===== src/rtl/radial_circle_alpha_mask_top_assert.svh =====
// Assertion macros shared by the RTL; each expects clk and rst in scope.
`ifndef RADIAL_CIRCLE_ALPHA_MASK_TOP_ASSERT_SVH
`define RADIAL_CIRCLE_ALPHA_MASK_TOP_ASSERT_SVH

// Same-cycle implication, checked outside reset.
`define RCAM_ASSERT_IMP(lbl, ante, cons, msg) \
  lbl: assert property (@(posedge clk) disable iff (rst) (ante) |-> (cons)) else $error(msg);

// Next-cycle implication, checked outside reset.
`define RCAM_ASSERT_NXT(lbl, ante, cons, msg) \
  lbl: assert property (@(posedge clk) disable iff (rst) (ante) |=> (cons)) else $error(msg);

`endif


===== src/rtl/rcam_pkg.sv =====
// ----------------------------------------------------------------------------
// rcam_pkg
// Types and constants for the radial circle alpha mask pipeline.
// ----------------------------------------------------------------------------
`timescale 1ns / 1ps

package rcam_pkg;

  localparam int MAX_CIRCLES = 16;
  localparam int SLOT_W      = 4;
  localparam int CX_W        = 12;
  localparam int CY_W        = 11;
  localparam int R_W         = 12;
  localparam int CNT_W       = 5;
  localparam int PX_W        = 8;
  localparam int PY_W        = 7;
  localparam int FRAC_BITS   = 4;
  localparam int ALPHA_W     = 8;
  localparam int FULL_ALPHA  = 255;
  localparam int ALPHA_SQ    = 65025;
  localparam int ALPHA_SQ_W  = 16;

  localparam int D_W   = CX_W;                 // abs difference width
  localparam int D2_W  = 2 * D_W + 1;          // dx^2 + dy^2
  localparam int R2_W  = 2 * R_W;              // r^2
  localparam int LIM_W = D2_W + ALPHA_SQ_W;    // 65025 * d2
  localparam int ACC_W = LIM_W + 1;            // a^2 * r2 candidate
  localparam int AR_W  = R2_W + ALPHA_W;       // a * r2
  localparam int LAT   = 12;                   // accept edge to result strobe

  typedef enum logic [1:0] {
    ACT_WRITE = 2'd0,
    ACT_COUNT = 2'd1,
    ACT_SHADE = 2'd2,
    ACT_NONE  = 2'd3
  } action_t;

  typedef struct packed {
    action_t           action;
    logic [SLOT_W-1:0] slot;
    logic [CX_W-1:0]   center_x;
    logic [CY_W-1:0]   center_y;
    logic [R_W-1:0]    radius;
    logic [CNT_W-1:0]  circle_count;
    logic [PX_W-1:0]   pixel_x;
    logic [PY_W-1:0]   pixel_y;
  } in_item_t;

  typedef struct packed {
    logic [ALPHA_W-1:0] alpha;
    logic               inside_res;
    logic [SLOT_W-1:0]  matched_slot;
  } out_item_t;

  typedef struct packed {
    logic            en;
    logic [D2_W-1:0] d2;
    logic [R2_W-1:0] r2;
  } lane_t;

  typedef struct packed {
    logic              hit;
    logic [SLOT_W-1:0] slot;
    logic [D2_W-1:0]   d2;
    logic [R2_W-1:0]   r2;
  } sel_t;

endpackage


===== src/rtl/rcam_alpha.sv =====
// ----------------------------------------------------------------------------
// rcam_alpha
// Bit-per-stage search for the largest a with a*a*r2 <= 65025*d2.
// ----------------------------------------------------------------------------
`timescale 1ns / 1ps

module rcam_alpha import rcam_pkg::*; (
  input  logic      clk,
  input  logic      rst,
  input  logic      v3,
  input  sel_t      sel,
  output logic      done,
  output out_item_t result
);

  localparam int NST = ALPHA_W + 1;

  logic               st_v    [NST];
  logic               st_hit  [NST];
  logic [SLOT_W-1:0]  st_slot [NST];
  logic [ALPHA_W-1:0] st_a    [NST];
  logic [ACC_W-1:0]   st_a2r  [NST];
  logic [AR_W-1:0]    st_ar   [NST];
  logic [LIM_W-1:0]   st_lim  [NST];
  logic [R2_W-1:0]    st_r2   [NST];

  always_ff @(posedge clk) begin
    if (rst) begin
      st_v[0] <= 1'b0;
    end else begin
      st_v[0] <= v3;
    end
  end

  always_ff @(posedge clk) begin
    st_hit[0]  <= sel.hit;
    st_slot[0] <= sel.slot;
    st_a[0]    <= '0;
    st_a2r[0]  <= '0;
    st_ar[0]   <= '0;
    st_lim[0]  <= LIM_W'(sel.d2) * LIM_W'(ALPHA_SQ);
    st_r2[0]   <= sel.r2;
  end

  // Trying bit b: (a+2^b)^2 r2 = a^2 r2 + 2^(b+1) a r2 + 2^(2b) r2.
  for (genvar k = 0; k < ALPHA_W; k++) begin : g_bit
    localparam int B = ALPHA_W - 1 - k;
    logic [ACC_W-1:0] cand;
    logic             take;

    assign cand = st_a2r[k] + (ACC_W'(st_ar[k]) << (B + 1)) + (ACC_W'(st_r2[k]) << (2 * B));
    assign take = cand <= ACC_W'(st_lim[k]);

    always_ff @(posedge clk) begin
      if (rst) begin
        st_v[k+1] <= 1'b0;
      end else begin
        st_v[k+1] <= st_v[k];
      end
    end

    always_ff @(posedge clk) begin
      st_hit[k+1]  <= st_hit[k];
      st_slot[k+1] <= st_slot[k];
      st_lim[k+1]  <= st_lim[k];
      st_r2[k+1]   <= st_r2[k];
      if (take) begin
        st_a[k+1]   <= st_a[k] | ALPHA_W'(1 << B);
        st_a2r[k+1] <= cand;
        st_ar[k+1]  <= st_ar[k] + (AR_W'(st_r2[k]) << B);
      end else begin
        st_a[k+1]   <= st_a[k];
        st_a2r[k+1] <= st_a2r[k];
        st_ar[k+1]  <= st_ar[k];
      end
    end
  end

  always_ff @(posedge clk) begin
    if (rst) begin
      done <= 1'b0;
    end else begin
      done <= st_v[NST-1];
    end
  end

  always_ff @(posedge clk) begin
    result.alpha        <= st_hit[NST-1] ? st_a[NST-1] : ALPHA_W'(FULL_ALPHA);
    result.inside_res   <= st_hit[NST-1];
    result.matched_slot <= st_hit[NST-1] ? st_slot[NST-1] : '0;
  end

endmodule


===== config.mk =====
export PLATFORM = sky130hd
export DESIGN_NAME = rcam_alpha
export DESIGN_NICKNAME = d
export VERILOG_FILES = /design/src/rtl/radial_circle_alpha_mask_top_assert.svh /design/src/rtl/rcam_pkg.sv /design/src/rtl/rcam_alpha.sv
export SDC_FILE = /design/constraint.sdc
export NUM_CORES = 2
export LEC_CHECK = 0
export BUFFER_PORTS_ARGS = -buffer_cell sky130_fd_sc_hd__clkbuf_2
export CAP_MARGIN = 5
export CORE_ASPECT_RATIO = 0.9
export CORE_UTILIZATION = 53
export DETAILED_ROUTE_END_ITERATION = 7
export GPL_TIMING_DRIVEN = 0
export PLACE_DENSITY = 0.7
export SETUP_SLACK_MARGIN = 0.2
export SLEW_MARGIN = 10
export SYNTH_ARGS = -nofsm -noshare
export SYNTH_HDL_FRONTEND = slang
export SYNTH_SLANG_ARGS = --single-unit

===== constraint.sdc =====
create_clock -name clk -period 7.5 [get_ports clk]
set_input_delay 0.75 -clock clk [delete_from_list [all_inputs] [get_ports clk]]
set_output_delay 0.75 -clock clk [all_outputs]
set_load 0.02 [all_outputs]

==> metrics <==
Fmax=143 MHz; clk_lat worst skew=690 ps; I/O pin count=71; syn_area_per_cell=10.2 µm²; PortBufs=70; nets=6679; Num Clock Sinks=just over 1000; Synthesis Warnings=0; Post-CTS Setup Bufs=0; vias in the first global route=between 40000 and 50000; H-tree lvl count=3; Async S/R FF share, synth=0; CORE AREA=104000 µm²; register area share after synthesis=0.367; Max Cap Viol=0; slew at the pin closest to its max-slew limit=1160 ps; setup violators final=0; min Tclk post-route=7010 ps; syn_nets=roughly 6500; Clock Pin Slew Worst Setup and Hold Paths=60 ps; Post-Syn Instances=5446; starting density of the core=0.536; die height=310 µm; DIE AREA=106000 µm²; DRT iter0 DRCs=1802; max-slew violation count=0; CP Class=reg2reg; Antenna Nets Post-Route=0; Die Span X=344 µm; Synth Cell Area=approximately 56000 µm²; RSZ-0062 raised after global routing=no; clk_skew=22.1 ps; Worst EP arrival=7560 ps; post-synth top area cell=dfxtp_1; CTS tree=yes; status=complete, no violations; drt total wl=131000 µm; startpoint class of the critical path=flip-flop; Global Route Usage Sum=0.249; Row Count=112; hpwl dp=~110000 µm; final setup TNS=0 ps; vias after detailed routing=38900; post-synth top area share=0.367; CP Capture Type=flip-flop; post-synth cell types=88; register bit total from synthesis=1020; EDFF count, synth=0; per-cell routed wire length=18.5 µm; Max Used Layer=met4; worst min path class=in2reg; share of layout cells above drive strength 1=0.0923; Post-Route M1 WL=58300 µm; DR WL met3=4260 µm; Vias/cell=roughly 5.5; max incr delay on CP=approximately 500 ps; Post-synth top cells=1020 x dfxtp_1, 757 x ha_1, 498 x inv_1, 349 x a21oi_1, 269 x o21ai_0; GRT Residual Overflow=0; synth top area cells=dfxtp_1 37%, ha_1 17%, fa_1 8.8%; synthesis-to-finish area growth=10.1%; Req. time, crit path=8050 ps; slew margin rel.=0.222; first-pass GRT wire length=208000 µm; metal2 WL=63000 µm; Longest Clk Path Bufs=3; TritonCTS buffer count=a little over 100; largest net degree at the start of global routing=17; CP max FO=10; First-pass DRT Iterations=5; period utilization=0.935; Critical Path, Cell by Cell=fa_1 > ha_1 > a211oi_1 > nor2_1 > nor4b_2 > a211oi_1 > a211o_1 > a21oi_1 > o31ai_1 > a41oi_2 > nor2_1 > xor2_1 > ha_1 > and4_1 > nand4_1 > nor3_1 > nand2_1 > o21ai_0 > o41ai_4 > nor2_2 > buf_6 > buf_6 > mux2_1; CTS Hold Buffers Added=0; gpl congestion=slightly below 1; # DRC=0; most instantiated library cell after synthesis=dfxtp_1; clk root buf=clkbuf_16; Post-synth top flop=dfxtp_1; Slowest cell on crit path=nor4b_2; Hold Violations, Final=0; initial antenna violation count=0
repair_timing:
item	4_1_cts	5_1_grt
endpoints found under the setup margin	21	66
gates resized for setup	2	16
hold endpoints to repair	0	0
cell type report:
type                    instances  area [µm²]
flip-flops and latches       1020       20400
well taps                    1368        1710
plain buffers                  62         298
diodes                          1        2.50
fillers                      8783       42500
multi-input cells            3863       33200
repair buffers                 72         363
clock buffers                 135        2880
inverters                     501        1880
clock inverters                48         601
stage by stage:
step	instances	instance area, µm²	setup slack, ps	hold slack [ps]	util
floorplan	5446	55700	1110	310	-
global placement	6884	57800	63.3	310	0.556
detailed placement	6886	57800	-81.6	312	0.556
CTS	7069	61300	234	128	0.590
global route	7069	61300	272	152	0.590
finish	7070	61300	488	160	0.591
per-layer routing:
| metal | up-vias | GRT usage |
|---|---|---|
| met4 | 0 | 0.0981 |
| met1 | 18400 | 0.309 |
| met2 | 733 | 0.441 |
| li1 | 19500 | - |
| met3 | 212 | 0.0247 |
| met5 | - | 0 |
kinds of logic (layout without fill, tap and decap cells):
family          Yosys count  after routing  share of synthesized area
other cells               1              2                  0.0000673
xor+xnor                368            368                     0.0579
mux                     206            206                     0.0424
fa+ha+maj              1001           1001                      0.258
flops                  1020           1020                      0.367
buf+inv                 563            818                     0.0389
compound gates         1207           1207                      0.139
simple gates           1080           1080                     0.0975
critical path, delay by kind of cell, from the launching register on:
family | cells | cell delay [ps]
AO/OA/AOI/OAI | 8 | 2380
AND/OR/NAND/NOR | 8 | 1880
buffers and inverters | 2 | 450
XOR/XNOR | 1 | 170
flip-flops | 1 | 410
adder cells (fa/ha/maj) | 3 | 1160
multiplexers | 1 | 370
cell usage in the layout (no fill, tap or decap), types with 55 or more instances in the layout:
cell type,synthesis,layout
a21o_1,217,217
a21oi_1,349,348
and2_1,55,55
clkbuf_16,0,103
clkbuf_2,0,75
dfxtp_1,1020,1020
fa_1,244,244
ha_1,757,757
inv_1,498,498
mux2_2,188,188
nand2_1,263,263
nand2b_1,61,61
nand3_1,92,92
nand4_1,80,80
nor2_1,234,234
nor2b_1,71,71
nor3_1,75,74
o21ai_0,269,269
xnor2_1,224,224
xor2_1,144,144
registers in the layout (all words and copies together), names as in the netlist:
signal / count
st_lim: 328
st_ar: 165
st_a: 36
st_r2: 192
st_v: 9
st_hit: 9
st_slot: 36
result: 13
done: 1
st_a2r: 231
path summary, 6_finish.rpt:
check,endpoint,depth (start not counted),from,slack (ps)
hold / removal,st_r2[0][13],1,sel[13],160
setup reg to reg,st_ar[7][24],23,st_r2[0][155],490
setup / recovery,st_ar[7][24],23,st_r2[0][155],490
hold reg to reg,st_slot[4][0],0,st_slot[3][0],320
Power is not shown: default switching activity piles up to over one toggle a cycle in this logic, so the estimate is an artifact.
