**src/rtl/radial_circle_alpha_mask_top_assert.svh**
```systemverilog
// Assertion macros shared by the RTL; each expects clk and rst in scope.
`ifndef RADIAL_CIRCLE_ALPHA_MASK_TOP_ASSERT_SVH
`define RADIAL_CIRCLE_ALPHA_MASK_TOP_ASSERT_SVH

// Same-cycle implication, checked outside reset.
`define RCAM_ASSERT_IMP(lbl, ante, cons, msg) \
  lbl: assert property (@(posedge clk) disable iff (rst) (ante) |-> (cons)) else $error(msg);

// Next-cycle implication, checked outside reset.
`define RCAM_ASSERT_NXT(lbl, ante, cons, msg) \
  lbl: assert property (@(posedge clk) disable iff (rst) (ante) |=> (cons)) else $error(msg);

`endif

```
**src/rtl/rcam_pkg.sv**
```systemverilog
// ----------------------------------------------------------------------------
// rcam_pkg
// Types and constants for the radial circle alpha mask pipeline.
// ----------------------------------------------------------------------------
`timescale 1ns / 1ps

package rcam_pkg;

  localparam int MAX_CIRCLES = 16;
  localparam int SLOT_W      = 4;
  localparam int CX_W        = 12;
  localparam int CY_W        = 11;
  localparam int R_W         = 12;
  localparam int CNT_W       = 5;
  localparam int PX_W        = 8;
  localparam int PY_W        = 7;
  localparam int FRAC_BITS   = 4;
  localparam int ALPHA_W     = 8;
  localparam int FULL_ALPHA  = 255;
  localparam int ALPHA_SQ    = 65025;
  localparam int ALPHA_SQ_W  = 16;

  localparam int D_W   = CX_W;                 // abs difference width
  localparam int D2_W  = 2 * D_W + 1;          // dx^2 + dy^2
  localparam int R2_W  = 2 * R_W;              // r^2
  localparam int LIM_W = D2_W + ALPHA_SQ_W;    // 65025 * d2
  localparam int ACC_W = LIM_W + 1;            // a^2 * r2 candidate
  localparam int AR_W  = R2_W + ALPHA_W;       // a * r2
  localparam int LAT   = 12;                   // accept edge to result strobe

  typedef enum logic [1:0] {
    ACT_WRITE = 2'd0,
    ACT_COUNT = 2'd1,
    ACT_SHADE = 2'd2,
    ACT_NONE  = 2'd3
  } action_t;

  typedef struct packed {
    action_t           action;
    logic [SLOT_W-1:0] slot;
    logic [CX_W-1:0]   center_x;
    logic [CY_W-1:0]   center_y;
    logic [R_W-1:0]    radius;
    logic [CNT_W-1:0]  circle_count;
    logic [PX_W-1:0]   pixel_x;
    logic [PY_W-1:0]   pixel_y;
  } in_item_t;

  typedef struct packed {
    logic [ALPHA_W-1:0] alpha;
    logic               inside_res;
    logic [SLOT_W-1:0]  matched_slot;
  } out_item_t;

  typedef struct packed {
    logic            en;
    logic [D2_W-1:0] d2;
    logic [R2_W-1:0] r2;
  } lane_t;

  typedef struct packed {
    logic              hit;
    logic [SLOT_W-1:0] slot;
    logic [D2_W-1:0]   d2;
    logic [R2_W-1:0]   r2;
  } sel_t;

endpackage

```
**src/rtl/rcam_select.sv**
```systemverilog
// ----------------------------------------------------------------------------
// rcam_select
// Picks the lowest slot whose squared distance lies below its squared radius.
// ----------------------------------------------------------------------------
`timescale 1ns / 1ps

module rcam_select import rcam_pkg::*; (
  input  logic  clk,
  input  logic  rst,
  input  logic  v2,
  input  lane_t lanes [MAX_CIRCLES],
  output logic  v3,
  output sel_t  sel
);

  sel_t pick;

  // Walk from the top so the lowest matching slot wins.
  always_comb begin
    pick = '0;
    for (int m = MAX_CIRCLES - 1; m >= 0; m--) begin
      if (lanes[m].en && (lanes[m].d2 < D2_W'(lanes[m].r2))) begin
        pick.hit  = 1'b1;
        pick.slot = SLOT_W'(m);
        pick.d2   = lanes[m].d2;
        pick.r2   = lanes[m].r2;
      end
    end
  end

  always_ff @(posedge clk) begin
    if (rst) begin
      v3 <= 1'b0;
    end else begin
      v3 <= v2;
    end
  end

  always_ff @(posedge clk) begin
    sel <= pick;
  end

endmodule

```
**config.mk**
```make
export PLATFORM = sky130hd
export DESIGN_NAME = rcam_select
export DESIGN_NICKNAME = d
export VERILOG_FILES = /design/src/rtl/radial_circle_alpha_mask_top_assert.svh /design/src/rtl/rcam_pkg.sv /design/src/rtl/rcam_select.sv
export SDC_FILE = /design/constraint.sdc
export NUM_CORES = 1
export LEC_CHECK = 0
export BUFFER_PORTS_ARGS = -buffer_cell sky130_fd_sc_hd__buf_2
export CAP_MARGIN = 30
export CORE_AREA = 2 2 339 341
export DETAILED_ROUTE_END_ITERATION = 12
export DIE_AREA = 0 0 341 343
export PLACE_DENSITY = 0.31
export SETUP_SLACK_MARGIN = 0.3
export SLEW_MARGIN = 10
export SYNTH_ARGS = -nofsm -noshare
export SYNTH_HDL_FRONTEND = slang
export SYNTH_SLANG_ARGS = --single-unit
export TNS_END_PERCENT = 30
```
**constraint.sdc**
```tcl
create_clock -name clk -period 5 [get_ports clk]
set_clock_uncertainty 0.1 [all_clocks]
set_input_delay 0 -clock clk [delete_from_list [all_inputs] [get_ports clk]]
set_output_delay 0 -clock clk [all_outputs]
set_load 0.02 [all_outputs]
```
==> run_results.csv, run 1 <==
group,metric,value,unit
cts,cts_root_buf,"clkbuf_16",
timing,period_share,0.8638,
logic_synthesis,yosys_warnings,0,
worst_setup_path,crit_path_max_incr_delay,660,ps
die,io_pins,858,
route,routed_via_density,4.832,
timing,tightest_slew,1063,ps
worst_setup_path,cp_slowest_cell,"a2111oi_0",
worst_setup_path,critical_path_buf_inv_count,4,
route,vias,23720,
finish,final_util,0.2155,
cts,numClockSinks,55,
worst_setup_path,startpoint_type,"input port",
hold_path,min-delay-start,"lanes[446]",
logic_synthesis,syn-num-nets,3705,
worst_setup_path,cp_top_family,"compound AO/OA/AOI/OAI gates",
logic_synthesis,yosysSeqAreaShare,0.06259,
die,initial_utilization,0.1551,
die,core,0.1134,mm²
timing,setup_ws,680.8,ps
timing,setup_viol_count_final,0,
logic_synthesis,synth_edf_count,0,
route,drtIter0Drc,1573,
placed_design,placed_cell_area,0.02409,mm²
finish,fillCellCount,13170,
finish,drive_above_1_share,0.2951,
cts,numCtsBuffers,5,
route,wl_per_cell,31.39,µm
power,ir_drop,0.0001360,V
cts,cts_htree_levels,2,
finish,fin_area,0.02445,mm²
finish,nets,4538,
logic_synthesis,synthCells,2534,
worst_setup_path,critPathCaptureType,"register",
worst_setup_path,critical_path.startpoint,"lanes[496]",
route,drt-pass1-iter-count,5,
placed_design,place.gp.congestion,0.9401,
cts,postCtsSetupBuffers,0,
die,rows,124,
die,dieArea,0.1170,mm²
job,drv_cap,0,
cts,clk_pin_slew,90,ps
worst_setup_path,cp_cell_sequence,"dlygate4sd3_1, buf_2, ha_1, a21oi_1, o211ai_1, a2111oi_0, o211ai_1, nand2_2, nor2_4, buf_4, nand3_1, nand4_1, dlygate4sd3_1, o31a_1",
grt,grt_usage,0.2524,
cts,cts_tree,"built",
worst_setup_path,critPathRequiredTime,5140,ps
route,drc,0,
hold_path,hp-class,"input port to register",
finish,multi_input_area,0.01444,mm²
grt,grt_max_degree,90,
hold_path,min_path_cells,4,
finish,syn2layout_area_growth,38.96,%
timing,relSlewSlack,0.2913,
grt,grt-ovfl-total,0,
grt,grt_pass1_vias,24310,
logic_synthesis,yosys_most_used_dff,"dfxtp_1",
worst_setup_path,criticalPathCategory,"input port to register",
power,power_density,175.0,mW/mm²
outcome,status,"finished, final reports clean",
worst_setup_path,crit_arrival,4450,ps
logic_synthesis,synth_seq_cells,55,
timing,maxSlewViolCount,0,
logic_synthesis,syn_avg_cell_area,6.942,µm²
die,die_h,343,µm
logic_synthesis,synth_cell_types,78,
grt,grt_first_pass_wirelength,203900,µm
cts,clock_path_buffers,2,
placed_design,dp_hpwl,140200,µm
timing,clock.fmax,231.5,MHz
grt,antenna_found_initial,84,
worst_setup_path,cp.depth,14,
logic_synthesis,async_flop_share,0,
route,ant_nets,0,
logic_synthesis,syn-cell-area,0.01759,mm²
worst_setup_path,cp_max_fo,20,
placed_design,place_ws,222.1,ps
timing,post-route-min-period,4319,ps
timing,final_hold_viol_count,0,
power,power_leakage,12.57,nW
die,die_w,341,µm
timing,rsz0062_at_grt,"false",
placed_design,port_buffers,857,
finish,regArea,0.001101,mm²
route,wl,154100,µm
[cell usage after synthesis (23+ instances only)]
library cell	instances	area [µm²]
buf_2	38	190.2
a22oi_1	87	653.1
ha_1	368	4604
nand2_1	229	859.6
a221o_1	25	250.2
dfxtp_1	55	1101
a221oi_1	73	639.4
a22o_1	40	350.3
inv_1	393	1475
and3_1	43	269.0
clkbuf_1	87	326.6
nor2_1	143	536.8
o31ai_1	44	330.3
o21ai_0	120	600.6
o221ai_1	40	350.3
a31oi_1	56	350.3
a21o_1	25	187.7
a21oi_1	206	1031
nor3_1	23	115.1
nand4_1	52	325.3
a2bb2oi_1	43	376.6
[final cells by class]
cell class              count  share of cell area
flip-flops and latches     55             0.04504
multi-input cells        1940              0.5908
inverters                 393             0.06034
well taps                1512             0.07739
clock inverters             3           0.0009213
clock buffers               5            0.005118
diodes                     29            0.002969
repair buffers            972              0.2174
[flip-flops by register name, summed over array words and instances, names as in the netlist]
| register | flops |
|---|---|
| v3 | 1 |
| sel | 54 |
[kinds of logic (layout without fill, tap and decap cells)]
kind of cell,Yosys count,after routing,share of synthesized area
compound gates,951,951,0.3805
fa+ha+maj,368,368,0.2617
buf+inv,539,1373,0.1213
flops,55,55,0.06259
mux,2,2,0.001138
other cells,1,30,0.0002132
simple gates,618,618,0.1725
[power by group]
| part | switching [W] | leakage [nW] | internal [W] |
|---|---|---|---|
| combinational | 0.00209 | 12.0 | 0.00114 |
| sequential | 0.0000825 | 0.462 | 0.000555 |
| clock | 0.000223 | 0.0744 | 0.000190 |
| total | 0.00239 | 12.6 | 0.00188 |
[worst paths after layout]
path / end / slack (ps)
worst max-delay path: sel[46] / 680
worst min-delay path: sel[46] / 20
[layout by cell type (no fill, tap or decap), drive strengths merged, types with 25 or more instances in the layout]
master / Yosys / final
dfxtp: 55 / 55
buf: 59 / 958
a22oi: 87 / 87
a22o: 40 / 40
a21oi: 208 / 208
a31oi: 56 / 56
nor2: 144 / 144
inv: 393 / 394
o31ai: 44 / 44
a21boi: 37 / 37
ha: 368 / 368
nor3: 27 / 27
nand2: 229 / 229
diode: 0 / 29
a21o: 25 / 25
o21ai: 125 / 125
a221oi: 74 / 74
a2bb2oi: 43 / 43
and3: 43 / 43
o221ai: 40 / 40
nand4: 52 / 52
a221o: 25 / 25
[per-layer routing]
metal	vias up	share of wire	global-route usage
met3	168	0.066	0.05668
met5	-	0.0036	0
met1	11420	0.41	0.3027
met2	859	0.50	0.4585
met4	88	0.020	0.04919
li1	11190	-	-
[through the flow]
step | TNS (ps) | cells | total power (W) | hold WS [ps]
after CTS | 0 | 4879 | 0.004343 | 0.6347
after global placement | -434.5 | 4856 | 0.003907 | 56.85
after global routing | 0 | 4883 | 0.004567 | 15.69
after detailed placement | 0 | 4858 | 0.003886 | 60.37
final | 0 | 4909 | 0.004278 | 17.94
after floorplan | 0 | 2534 | 0.002083 | -28.39
[repair_timing]
item	CTS	global route
gates resized for setup	0	0
setup endpoints to repair	0	0
hold buffers	13	0
endpoints found under the hold margin	8	0
Power figures use the tool's default switching activity.
==> run 2, diff against run 1 <==
ABC_CLOCK_PERIOD_IN_PS = 5000   (was unset)
REMOVE_ABC_BUFFERS = 1   (was unset)
==> run 2 against run 1 <==
Against the previous run: sequential cell count unchanged; first-iteration DRC count shrank 5.8%; power rose by 0.67%; die area is the same; via count up 0.21%; sequential share of layout area about the same; critical path depth decreased by 1; clock-buffer cell count is the same; critical path type unchanged; highest routed layer unchanged.
==> run_results.csv, run 2 (synthesis gave the netlist of run 1 again) <==
group,metric,value,unit
die,io_pins,858,
timing,rsz0062_at_grt,"false",
timing,post-route-min-period,4360,ps
worst_setup_path,worst_path_most_repeated_cell,"dlygate4sd3_1",
cts,cts_tree,"built",
placed_design,dp_cells,4862,
grt,grt_usage,0.2412,
worst_setup_path,crit_arrival,4490,ps
timing,finalSetupTns,0,ps
power,power_density,174.6,mW/mm²
timing,setup_viol_count_final,0,
placed_design,dp_hpwl,132800,µm
finish,syn2layout_area_growth,40.21,%
route,drt-pass1-iter-count,5,
hold_path,hp-class,"input port to register",
cts,postCtsSetupBuffers,0,
timing,relSlewSlack,0.3236,
die,die_h,343,µm
route,wl,148200,µm
worst_setup_path,cp_max_fo,16,
worst_setup_path,cp_cell_sequence,"dlygate4sd3_1, buf_2, ha_1, nand2_1, o21ai_0, and4_1, o32ai_4, buf_4, or2_2, nor3_1, nand4_1, dlygate4sd3_1, o31a_1",
timing,final_hold_viol_count,0,
worst_setup_path,critical_path.startpoint,"lanes[778]",
power,p_int,0.001961,W
route,wl_per_cell,30.11,µm
route,ant_nets,0,
finish,most-common-layout-cells,"858 x buf_2, 393 x inv_1, 368 x ha_1",
power,pwr-share-comb,0.748,
timing,setup_ws,639.6,ps
route,vias,23770,
finish,layoutNonFillerInstCount,4923,
power,power_leakage,12.68,nW
die,initial_utilization,0.1551,
grt,grt-ovfl-total,0,
cts,clk_pin_slew,100,ps
finish,nets,4564,
die,die_w,341,µm
worst_setup_path,crit_path_max_incr_delay,590,ps
cts,numCtsBuffers,5,
worst_setup_path,critPathRequiredTime,5130,ps
finish,top_register,"sel",
cts,cts_root_buf,"clkbuf_16",
timing,tightest_slew,1012,ps
worst_setup_path,startpoint_type,"input port",
timing,period_share,0.8721,
grt,grt_max_degree,88,
cts,clock_path_buffers,2,
route,routed_via_density,4.828,
finish,largest_registers,"sel (54), v3 (1)",
timing,maxSlewViolCount,0,
power,ir_drop,0.0001443,V
timing,clock.fmax,229.3,MHz
cts,cts_htree_levels,2,
placed_design,place_ws,764.5,ps
finish,drive_above_1_share,0.2944,
power,power_switching,0.002346,W
grt,antenna_found_initial,68,
hold_path,min-delay-start,"lanes[657]",
grt,grt_first_pass_wirelength,197100,µm
finish,layout_commonest_cell,"buf_2",
finish,final_util,0.2175,
power,seq_power_share,0.143,
die,dieArea,0.1170,mm²
power,switching_share,0.5447,
outcome,status,"finished, final reports clean",
worst_setup_path,cp_slowest_cell,"dlygate4sd3_1",
die,core,0.1134,mm²
placed_design,place.gp.congestion,0.9085,
worst_setup_path,critPathCaptureType,"register",
route,drtIter0Drc,1481,
cts,numClockSinks,55,
power,power_frac_clock,0.109,
grt,grt_pass1_vias,24110,
placed_design,port_buffers,857,
finish,largest_reg_flops,54,
job,drv_cap,0,
worst_setup_path,criticalPathCategory,"input port to register",
route,drc,0,
die,rows,124,
-- run 2: cell count changes in the layout (fill, tap and decap cells not counted), moves of 3 or more --
cell | before | now
dlygate4sd3_1 | 13 | 36
diode_2 | 29 | 18
buf_4 | 88 | 95
buf_12 | 11 | 8
-- run 2: final timing paths --
path,to,slack (ps),cells past startpoint
worst max-delay path,sel[46],640,13
worst min-delay path,sel[7],20,5
-- run 2: cell type report --
| class | instances | area (µm²) |
|---|---|---|
| Fill cell | 13120 | 88750 |
| Clock inverter | 2 | 37.54 |
| Clock buffer | 5 | 125.1 |
| Timing Repair Buffer | 998 | 5543 |
| Tap cell | 1512 | 1892 |
| Multi-Input combinational cell | 1940 | 14450 |
| Antenna cell | 18 | 45.04 |
| Sequential cell | 55 | 1101 |
| Inverter | 393 | 1475 |
-- run 2: repair_timing --
action,CTS,global route
setup endpoints to repair,0,0
hold buffers,36,0
resized for setup,0,0
endpoints found under the hold margin,21,0
-- run 2: worst max-delay path, delay by kind of cell --
| family | cells | cell delay, ps |
|---|---|---|
| AND/OR/NAND/NOR | 5 | 1690 |
| buffers and inverters | 4 | 1530 |
| AO/OA/AOI/OAI | 3 | 970 |
| adder cells (fa/ha/maj) | 1 | 280 |
-- run 2: through the flow --
stage / total power (W) / instance area (µm²) / hold slack [ps]
global placement: 0.003853 / 24080 / 57.36
global route: 0.004603 / 24640 / 19.97
finish: 0.004307 / 24660 / 15.17
floorplan: 0.002038 / 16930 / -28.39
detailed placement: 0.003824 / 24100 / 64.21
CTS: 0.004363 / 24620 / 0.7527
-- run 2: power by group through the flow --
stage	Sequential (W)	Clock [W]	Combinational (W)
4_1_cts	0.000617	0.000495	0.00325
5_1_grt	0.000624	0.000498	0.00348
3_3_place_gp	0.000631	0	0.00322
2_1_floorplan	0.000741	0	0.00130
3_5_place_dp	0.000625	0	0.00320
6_report	0.000615	0.000470	0.00322
-- run 2: metal layers --
metal  global-route usage  vias up  wire, µm
li1                     -    11210         -
met1               0.3106    11440     64210
met2               0.4317      964     72870
met3              0.02942      133      8082
met4              0.04433       28      2869
met5                    0        -       180
